===== config.mk =====
export PLATFORM = sky130hd
export DESIGN_NAME = adc_sample_gain_pingpong_buffer_core
export DESIGN_NICKNAME = d
export VERILOG_FILES = /design/src/rtl/core/asgp_pkg.sv /design/src/rtl/core/asgp_ram.sv /design/src/rtl/core/asgp_ctrl.sv /design/src/rtl/core/asgp_outq.sv /design/src/rtl/core/adc_sample_gain_pingpong_buffer_core.sv
export SDC_FILE = /design/constraint.sdc
export NUM_CORES = 2
export LEC_CHECK = 0
export BUFFER_PORTS_ARGS = -buffer_cell sky130_fd_sc_hd__clkbuf_2
export CAP_MARGIN = 10
export CORE_UTILIZATION = 40
export DETAILED_ROUTE_END_ITERATION = 8
export SLEW_MARGIN = 40
export SYNTH_ARGS = -nofsm -noshare
export SYNTH_HDL_FRONTEND = slang
export SYNTH_SLANG_ARGS = --single-unit

===== constraint.sdc =====
create_clock -name clk -period 45 [get_ports clk]
set_clock_uncertainty 0.1 [all_clocks]
set_input_delay 4.5 -clock clk [delete_from_list [all_inputs] [get_ports clk]]
set_output_delay 4.5 -clock clk [all_outputs]
set_load 0.03 [all_outputs]

===== src/rtl/core/asgp_pkg.sv =====
`timescale 1ns / 1ps
`default_nettype none
package asgp_pkg;

  localparam int BUFFER_BYTES_DEF = 256;
  localparam int BUFFER_COUNT_DEF = 2;
  localparam logic [7:0] GAIN_RESET = 8'd32;

  typedef enum logic [2:0] {
    KIND_SAMPLE = 3'd0,
    KIND_CLAIM  = 3'd1,
    KIND_READ   = 3'd2,
    KIND_START  = 3'd3,
    KIND_STOP   = 3'd4
  } asgp_kind_t;

  typedef struct packed {
    logic [2:0]  kind;
    logic [11:0] adc_value;
    logic [7:0]  read_index;
  } asgp_in_t;

  typedef struct packed {
    logic       ready_res;
    logic       buffer_sel;
    logic [7:0] data;
    logic       stored;
  } asgp_out_t;

  // result fields known at accept time, plus a flag that data comes from the store
  typedef struct packed {
    asgp_out_t res;
    logic      from_ram;
  } asgp_stage_t;

  typedef struct packed {
    logic s1_valid;
    logic out_valid;
  } asgp_pipe_st_t;

  // center, scale by Q4.4 gain / 256 toward zero, offset, clamp to a byte
  function automatic logic [7:0] conv_sample(logic [11:0] adc, logic [7:0] gain);
    logic signed [11:0] centered;
    logic signed [20:0] prod;
    logic signed [20:0] biased;
    logic signed [12:0] scaled;
    logic signed [13:0] v;
    logic [7:0]         res;
    centered = signed'({~adc[11], adc[10:0]});
    prod     = centered * signed'({1'b0, gain});
    biased   = prod + (prod[20] ? 21'sd255 : 21'sd0);
    scaled   = signed'(biased[20:8]);
    v        = signed'({scaled[12], scaled} + 14'd128);
    if (v[13]) begin
      res = 8'd0;
    end else if (v > 14'sd255) begin
      res = 8'd255;
    end else begin
      res = v[7:0];
    end
    return res;
  endfunction

endpackage
`default_nettype wire


===== src/rtl/core/asgp_ram.sv =====
`timescale 1ns / 1ps
`default_nettype none
module asgp_ram #(
  parameter int WIDTH = 8,
  parameter int DEPTH = 512
) (
  input  wire logic                     clk,
  input  wire logic                     we,
  input  wire logic [$clog2(DEPTH)-1:0] waddr,
  input  wire logic [WIDTH-1:0]         wdata,
  input  wire logic                     re,
  input  wire logic [$clog2(DEPTH)-1:0] raddr,
  output logic      [WIDTH-1:0]         rdata
);

  logic [WIDTH-1:0] mem [DEPTH];

  always_ff @(posedge clk) begin
    if (we) begin
      mem[waddr] <= wdata;
    end
    if (re) begin
      rdata <= mem[raddr];
    end
  end

endmodule
`default_nettype wire


===== src/rtl/core/asgp_ctrl.sv =====
`timescale 1ns / 1ps
`default_nettype none
module asgp_ctrl
  import asgp_pkg::*;
#(
  parameter int BUFFER_BYTES = BUFFER_BYTES_DEF,
  parameter int BUFFER_COUNT = BUFFER_COUNT_DEF,
  localparam int DEPTH  = BUFFER_BYTES * BUFFER_COUNT,
  localparam int ADDR_W = $clog2(DEPTH)
) (
  input  wire logic              clk,
  input  wire logic              rst_n,
  input  wire logic              cfg_valid,
  input  wire logic [7:0]        cfg_data,
  input  wire logic              accept,
  input  wire asgp_in_t          in_data,
  output asgp_stage_t            stage,
  output logic                   ram_we,
  output logic [ADDR_W-1:0]      ram_waddr,
  output logic [7:0]             ram_wdata,
  output logic                   ram_re,
  output logic [ADDR_W-1:0]      ram_raddr
);

  localparam int POS_W = $clog2(BUFFER_BYTES);
  localparam int BUF_W = $clog2(BUFFER_COUNT);
  localparam logic [POS_W-1:0]  POS_LAST = POS_W'(BUFFER_BYTES - 1);
  localparam logic [BUF_W-1:0]  BUF_LAST = BUF_W'(BUFFER_COUNT - 1);
  localparam logic [ADDR_W-1:0] BYTES_A  = ADDR_W'(BUFFER_BYTES);

  logic [7:0]       gain_r, gain_nxt;
  logic [BUF_W-1:0] wbuf_r, wbuf_nxt;
  logic [POS_W-1:0] pos_r, pos_nxt;
  logic             ready_r, ready_nxt;
  logic             run_r, run_nxt;

  logic [BUF_W-1:0] rbuf;
  logic [7:0]       conv;
  logic             idx_ok;

  assign rbuf   = (wbuf_r == BUF_LAST) ? '0 : wbuf_r + 1'b1;
  assign conv   = conv_sample(in_data.adc_value, gain_r);
  assign idx_ok = {24'd0, in_data.read_index} < 32'(BUFFER_BYTES);

  // store writes go to the write buffer, reads to a different one; an item reads only
  // after the previous item's write has landed, so no bypass is needed
  assign ram_waddr = ADDR_W'(wbuf_r) * BYTES_A + ADDR_W'(pos_r);
  assign ram_raddr = ADDR_W'(rbuf) * BYTES_A + ADDR_W'(in_data.read_index);
  assign ram_wdata = conv;

  always_comb begin
    gain_nxt  = cfg_valid ? cfg_data : gain_r;
    wbuf_nxt  = wbuf_r;
    pos_nxt   = pos_r;
    ready_nxt = ready_r;
    run_nxt   = run_r;
    ram_we    = 1'b0;
    ram_re    = 1'b0;

    stage.res.ready_res  = ready_r;
    stage.res.buffer_sel = rbuf[0];
    stage.res.data       = 8'd0;
    stage.res.stored     = 1'b0;
    stage.from_ram       = 1'b0;

    case (in_data.kind)
      KIND_SAMPLE: begin
        stage.res.data   = conv;
        stage.res.stored = run_r;
        if (accept && run_r) begin
          ram_we = 1'b1;
          if (pos_r == POS_LAST) begin
            ready_nxt = 1'b1;
            wbuf_nxt  = (wbuf_r == BUF_LAST) ? '0 : wbuf_r + 1'b1;
            pos_nxt   = '0;
          end else begin
            pos_nxt = pos_r + 1'b1;
          end
        end
      end
      KIND_CLAIM: begin
        if (accept) begin
          ready_nxt = 1'b0;
        end
      end
      KIND_READ: begin
        stage.from_ram = idx_ok;
        ram_re         = accept && idx_ok;
      end
      KIND_START, KIND_STOP: begin
        if (accept) begin
          wbuf_nxt  = '0;
          pos_nxt   = '0;
          ready_nxt = 1'b0;
          run_nxt   = (in_data.kind == KIND_START);
        end
      end
      default: begin
      end
    endcase
  end

  always_ff @(posedge clk) begin
    if (!rst_n) begin
      gain_r  <= GAIN_RESET;
      wbuf_r  <= '0;
      pos_r   <= '0;
      ready_r <= 1'b0;
      run_r   <= 1'b0;
    end else begin
      gain_r  <= gain_nxt;
      wbuf_r  <= wbuf_nxt;
      pos_r   <= pos_nxt;
      ready_r <= ready_nxt;
      run_r   <= run_nxt;
    end
  end

endmodule
`default_nettype wire


===== src/rtl/core/asgp_outq.sv =====
`timescale 1ns / 1ps
`default_nettype none
module asgp_outq
  import asgp_pkg::*;
(
  input  wire logic        clk,
  input  wire logic        rst_n,
  input  wire logic        accept,
  input  wire asgp_stage_t stage,
  input  wire logic [7:0]  ram_rdata,
  input  wire logic        out_stall,
  output logic             in_stall,
  output logic             out_valid,
  output asgp_out_t        out_data,
  output asgp_pipe_st_t    pipe_st
);

  logic        s1_valid_r, s1_valid_nxt;
  asgp_stage_t s1_r;
  logic        o_valid_r, o_valid_nxt;
  asgp_out_t   o_data_r;
  asgp_out_t   s1_res;
  logic        s1_move;

  // stage 1 waits for the store read; RAM read data holds until the next read
  assign s1_move  = !o_valid_r || !out_stall;
  assign in_stall = !rst_n || (s1_valid_r && !s1_move);

  always_comb begin
    s1_res = s1_r.res;
    if (s1_r.from_ram) begin
      s1_res.data = ram_rdata;
    end
  end

  always_comb begin
    s1_valid_nxt = accept ? 1'b1 : (s1_move ? 1'b0 : s1_valid_r);
    if (s1_valid_r && s1_move) begin
      o_valid_nxt = 1'b1;
    end else if (!out_stall) begin
      o_valid_nxt = 1'b0;
    end else begin
      o_valid_nxt = o_valid_r;
    end
  end

  always_ff @(posedge clk) begin
    if (!rst_n) begin
      s1_valid_r <= 1'b0;
      o_valid_r  <= 1'b0;
    end else begin
      s1_valid_r <= s1_valid_nxt;
      o_valid_r  <= o_valid_nxt;
    end
  end

  always_ff @(posedge clk) begin
    if (accept) begin
      s1_r <= stage;
    end
    if (s1_valid_r && s1_move) begin
      o_data_r <= s1_res;
    end
  end

  assign out_valid        = o_valid_r;
  assign out_data         = o_data_r;
  assign pipe_st.s1_valid = s1_valid_r;
  assign pipe_st.out_valid = o_valid_r;

endmodule
`default_nettype wire


===== src/rtl/core/adc_sample_gain_pingpong_buffer_core.sv =====
// ADC sample gain ping-pong buffer.
// Input channel (in_valid / in_stall / in_data) carries one command per transaction:
// sample, claim, read byte, start or stop. Every command yields exactly one result
// transaction on the output channel (out_valid / out_stall / out_data).
// Samples are centered, scaled by the Q4.4 gain, offset and clamped to a byte; while
// running they are written into the current buffer, which flips when full.
// Gain is written through cfg_valid / cfg_data; cfg_ready is always high.
// A result passes through the read stage register and then the output register before out_valid.
// Throughput: one transaction per cycle while out_stall is low, set by the sample store doing
// one write or one registered read per item and the output register behind it.
// Reset clears the pointers, the ready flag and the running flag and sets gain to 2.0;
// the store itself is not cleared and reads of unwritten bytes are undefined.
// in_stall is high during reset.
// When the receiver stalls, the output register holds its result, one more item may be
// taken into the read stage, and then in_stall rises until the output drains.
`timescale 1ns / 1ps
`default_nettype none
module adc_sample_gain_pingpong_buffer_core
  import asgp_pkg::*;
#(
  parameter int BUFFER_BYTES = BUFFER_BYTES_DEF,
  parameter int BUFFER_COUNT = BUFFER_COUNT_DEF
) (
  input  wire logic       clk,
  input  wire logic       rst_n,
  input  wire logic       in_valid,
  output logic            in_stall,
  input  wire asgp_in_t   in_data,
  output logic            out_valid,
  input  wire logic       out_stall,
  output asgp_out_t       out_data,
  input  wire logic       cfg_valid,
  output logic            cfg_ready,
  input  wire logic [7:0] cfg_data
);

  localparam int DEPTH  = BUFFER_BYTES * BUFFER_COUNT;
  localparam int ADDR_W = $clog2(DEPTH);

  logic              in_acc;
  asgp_stage_t       stage;
  logic              ram_we;
  logic              ram_re;
  logic [ADDR_W-1:0] ram_waddr;
  logic [ADDR_W-1:0] ram_raddr;
  logic [7:0]        ram_wdata;
  logic [7:0]        ram_rdata;
  asgp_pipe_st_t     pipe_st;

  assign in_acc    = in_valid && !in_stall;
  assign cfg_ready = 1'b1;

  asgp_ctrl #(
    .BUFFER_BYTES(BUFFER_BYTES),
    .BUFFER_COUNT(BUFFER_COUNT)
  ) u_ctrl (
    .clk      (clk),
    .rst_n    (rst_n),
    .cfg_valid(cfg_valid),
    .cfg_data (cfg_data),
    .accept   (in_acc),
    .in_data  (in_data),
    .stage    (stage),
    .ram_we   (ram_we),
    .ram_waddr(ram_waddr),
    .ram_wdata(ram_wdata),
    .ram_re   (ram_re),
    .ram_raddr(ram_raddr)
  );

  asgp_ram #(
    .WIDTH(8),
    .DEPTH(DEPTH)
  ) u_store (
    .clk  (clk),
    .we   (ram_we),
    .waddr(ram_waddr),
    .wdata(ram_wdata),
    .re   (ram_re),
    .raddr(ram_raddr),
    .rdata(ram_rdata)
  );

  asgp_outq u_outq (
    .clk      (clk),
    .rst_n    (rst_n),
    .accept   (in_acc),
    .stage    (stage),
    .ram_rdata(ram_rdata),
    .out_stall(out_stall),
    .in_stall (in_stall),
    .out_valid(out_valid),
    .out_data (out_data),
    .pipe_st  (pipe_st)
  );

  // a store access only happens for an accepted item, and never both kinds at once
  a_ram_one_op: assert property (@(posedge clk) disable iff (!rst_n)
    (ram_we || ram_re) |-> (in_acc && !(ram_we && ram_re)))
    else $error("store access without a single accepted item");

  a_acc_to_s1: assert property (@(posedge clk) disable iff (!rst_n)
    in_acc |=> pipe_st.s1_valid)
    else $error("accepted item did not reach the read stage");

  a_s1_drains: assert property (@(posedge clk) disable iff (!rst_n)
    (pipe_st.s1_valid && !pipe_st.out_valid) |=> pipe_st.out_valid)
    else $error("read stage did not move into an empty output register");

  a_read_done: assert property (@(posedge clk) disable iff (!rst_n)
    ram_re |=> pipe_st.s1_valid)
    else $error("store read issued without a waiting item");

endmodule
`default_nettype wire

==> qor.yml <==
status: "complete, no violations"
synth.distinct_cells: 68
synthDominantCellAreaShare_pct: 75.63
synth_warnings: 0
fillerInstances: 33440
tritoncts: "done"
synth_area_per_cell_um2: 23.00
fmax_mhz: 70.63
finalSetupViolations: 0
post-route-cell-area_um2: 185100
synth_edf_count: 4127
nNetsFinal: 7478
cts_resized: 0
crit_fanout: 85
layout_setup_ws_ns: 30.84
grt_first_pass_wirelength_um: 571700
grt_overflow: 0
r2r_end: "u_store.mem[451][3]$_DFFE_PP_"
post_drt_wl_per_cell_um: 30.31
clk_pin_slew_ns: 0.06
powerDensity_nw_per_um2: 59.92
synthesis.area_um2: 163900
die-area_um2: 412200
async_flop_share_pct: 0
cp-end-kind: "flop"
grt_max_degree: 194
drt_iter0_drc: 8482
startpoint: "in_data[19]"
rows: 234
initial_core_util_pct: 40.26
cts_max_level: 5
root_buffer: "clkbuf_16"
peakVddDrop_v: 0.0001037
core_area_um2: 407000
postPlaceCellArea_um2: 171300
synth_fp_nets: 7286
drc: 0
rr_startpoint: "u_ctrl.gain_r[0]$_SDFFE_PN0P_"
start_kind: "input pin"
numClockSinks: 4148
p_leak_nw: 56.39
die_y_um: 642.0
rsz0062_at_grt: "false"
drt-met1-wl_um: 166400
grt_usage_pct: 19.04
postCtsSetupBuffers: 0
finalMaxSlewViolations: 0
die_x_um: 642.0
place_congestion: 0.7876
dp_hpwl_um: 240700
setup_tns_ns: 0
synth_area_leaders: "edfxtp_1 (76%), mux4_2 (19%), nor2_1 (1.2%)"
rr_worst_depth: 32
hold_depth: 0
wl_um: 396300
synthCells: 7124
vias: 74840
clk_latency_ns: 0.97
layout_min_cycle_time_ns: 14.16
dr_wl_met3_um: 28280
grt_pass1_vias: 76990
synth_ff_type: "edfxtp_1"
ys_seq_area_share_pct: 75.89
routed.top_layer: "met5"
routed_via_density: 5.723
fin_crit_sh_pct: 31.46
arrival_ns: 14.71
hold_buffers: 0
worstPathRequired_ns: 45.55
worstMarginPinSlew_ns: 0.9220
port_buffers: 48
drt_pass1_iterations: 5
cpMaxStageDelayCell: "fa_1"
cap_violations: 0
finalHoldViolCount: 0
layout-drive-gt1-share_pct: 33.03
worstSetupPathType: "in -> reg"
antenna_found_initial: 30
critPathCapture: "u_store.mem[451][3]$_DFFE_PP_"
slowest_delay_ns: 0.79
clk_path_buf_depth: 4
area_delta_synth_final_pct: 12.97
numCtsBuffers: 406
min_path_type: "reg -> reg"
maxSlewHeadroom_pct: 38.54
yosys.area.top_type: "edfxtp_1"
ant_nets: 0
rrSetupSlack_ns: 33.89
synth_seq_cells: 4148
dr_wl_met2_um: 191900
ios: 50
dp_slack_ns: 29.48
## state kept, by name (all words and copies together) (netlist names), 8 cells and up
register	count
u_ctrl.gain_r	8
u_ctrl.pos_r	8
u_outq.s1_r	12
u_store.rdata	8
u_outq.out_data	11
u_store.mem	4096
## critical path, delay by kind of cell
kind,cells,cell delay (ns)
buffers and inverters,10,2.63
adder cells (fa/ha/maj),7,3.24
AO/OA/AOI/OAI,8,2.55
AND/OR/NAND/NOR,7,1.04
XOR/XNOR,1,0.46
## synthesized netlist by cell type, types with 3 or more instances
cell,count
a21boi_0,5
a21o_1,6
a21oi_1,37
a31oi_1,3
and2_1,58
and3_1,4
buf_1,60
buf_2,82
buf_4,3
clkbuf_1,266
dfxtp_1,21
edfxtp_1,4127
fa_1,78
ha_1,48
inv_1,114
mux2_2,10
mux2i_1,8
mux4_2,1360
nand2_1,134
nand2b_1,12
nand3_1,7
nand4_1,3
nor2_1,538
nor2b_1,19
nor3_1,8
nor3b_1,5
o2111ai_1,3
o211ai_1,5
o21a_1,4
o21ai_0,14
o31a_1,5
or2_2,3
xnor2_1,20
xor2_1,13
## power breakdown
group | switching (mW) | total (mW) | internal (mW)
registers | 0.00282 | 5.70 | 5.69
clock network | 1.46 | 3.37 | 1.91
logic | 1.68 | 2.03 | 0.348
## final cells by class
type	count	area [µm²]	area share (%)
inverter	114	427.9	0.2312
clock inverter	237	2479	1.339
clock buffer	497	10590	5.719
multi-input combinational	2449	38530	20.81
sequential	4148	124300	67.17
tap	5428	6792	3.669
timing repair buffer	197	1939	1.048
antenna	7	17.52	0.009462
## how the worst min path moves through the flow
stage / startpoint / endpoint / slack [ns]
3_3_place_gp: u_outq.s1_r[10]$_DFFE_PP_ / u_outq.out_data[9]$_DFFE_PP_ / 0.31
4_1_cts: u_outq.s1_r[1]$_SDFFCE_PP0P_ / u_outq.out_data[0]$_DFFE_PP_ / 0.33
5_1_grt: u_outq.s1_r[1]$_SDFFCE_PP0P_ / u_outq.out_data[0]$_DFFE_PP_ / 0.35
2_1_floorplan: u_outq.s1_r[1]$_SDFFCE_PP0P_ / u_outq.out_data[0]$_DFFE_PP_ / 0.30
3_5_place_dp: u_outq.s1_r[11]$_DFFE_PP_ / u_outq.out_data[10]$_DFFE_PP_ / 0.31
6_report: u_outq.s1_r[1]$_SDFFCE_PP0P_ / u_outq.out_data[0]$_DFFE_PP_ / 0.32
## routing by layer
metal | track usage (%) | vias up
met3 | 3.464 | 512
met1 | 27.11 | 41150
met5 | 0 | -
li1 | - | 30380
met4 | 4.650 | 6
met2 | 30.59 | 2803
## layout by cell type, fill, tap and decap left out, drive strengths merged, types with 3 or more instances in the layout
cell type / n
dfxtp: 21
nor2: 538
a21oi: 39
nand2: 134
o211ai: 5
and3: 4
ha: 48
buf: 150
o31ai: 3
fa: 78
o21ai: 14
nor2b: 19
clkinvlp: 13
xor2: 13
nor3: 9
mux2: 10
a221oi: 3
mux2i: 8
clkbuf: 544
edfxtp: 4127
o21a: 4
o31a: 5
a31oi: 3
or2: 3
nand4: 3
bufinv: 41
a21o: 6
nor3b: 5
o2111ai: 3
diode: 7
and2: 59
nand2b: 12
inv: 131
a21boi: 6
clkinv: 166
mux4: 1360
xnor2: 20
nand3: 7
## per-stage QoR
step	utilization, %	cells	hold slack (ns)	total power, mW
final	45.49	13080	0.3239	11.09
after global routing	45.48	13070	0.3479	11.46
after CTS	45.30	13060	0.3296	11.15
after detailed placement	42.09	12330	0.3126	7.815
after global placement	41.91	12320	0.3133	7.657
after floorplan	-	7124	0.3003	8.036
## cell families (layout without fill, tap and decap cells)
family / Yosys count / in the layout / synth area share (%)
mux: 1378 / 1378 / 18.81
simple gates: 800 / 800 / 2.033
xor+xnor: 33 / 33 / 0.1764
flops: 4148 / 4148 / 75.89
other cells: 1 / 8 / 0.002289
compound gates: 111 / 111 / 0.4864
buf+inv: 527 / 1045 / 1.286
fa+ha+maj: 126 / 126 / 1.319
No activity file was read; power rests on OpenSTA's default activity.
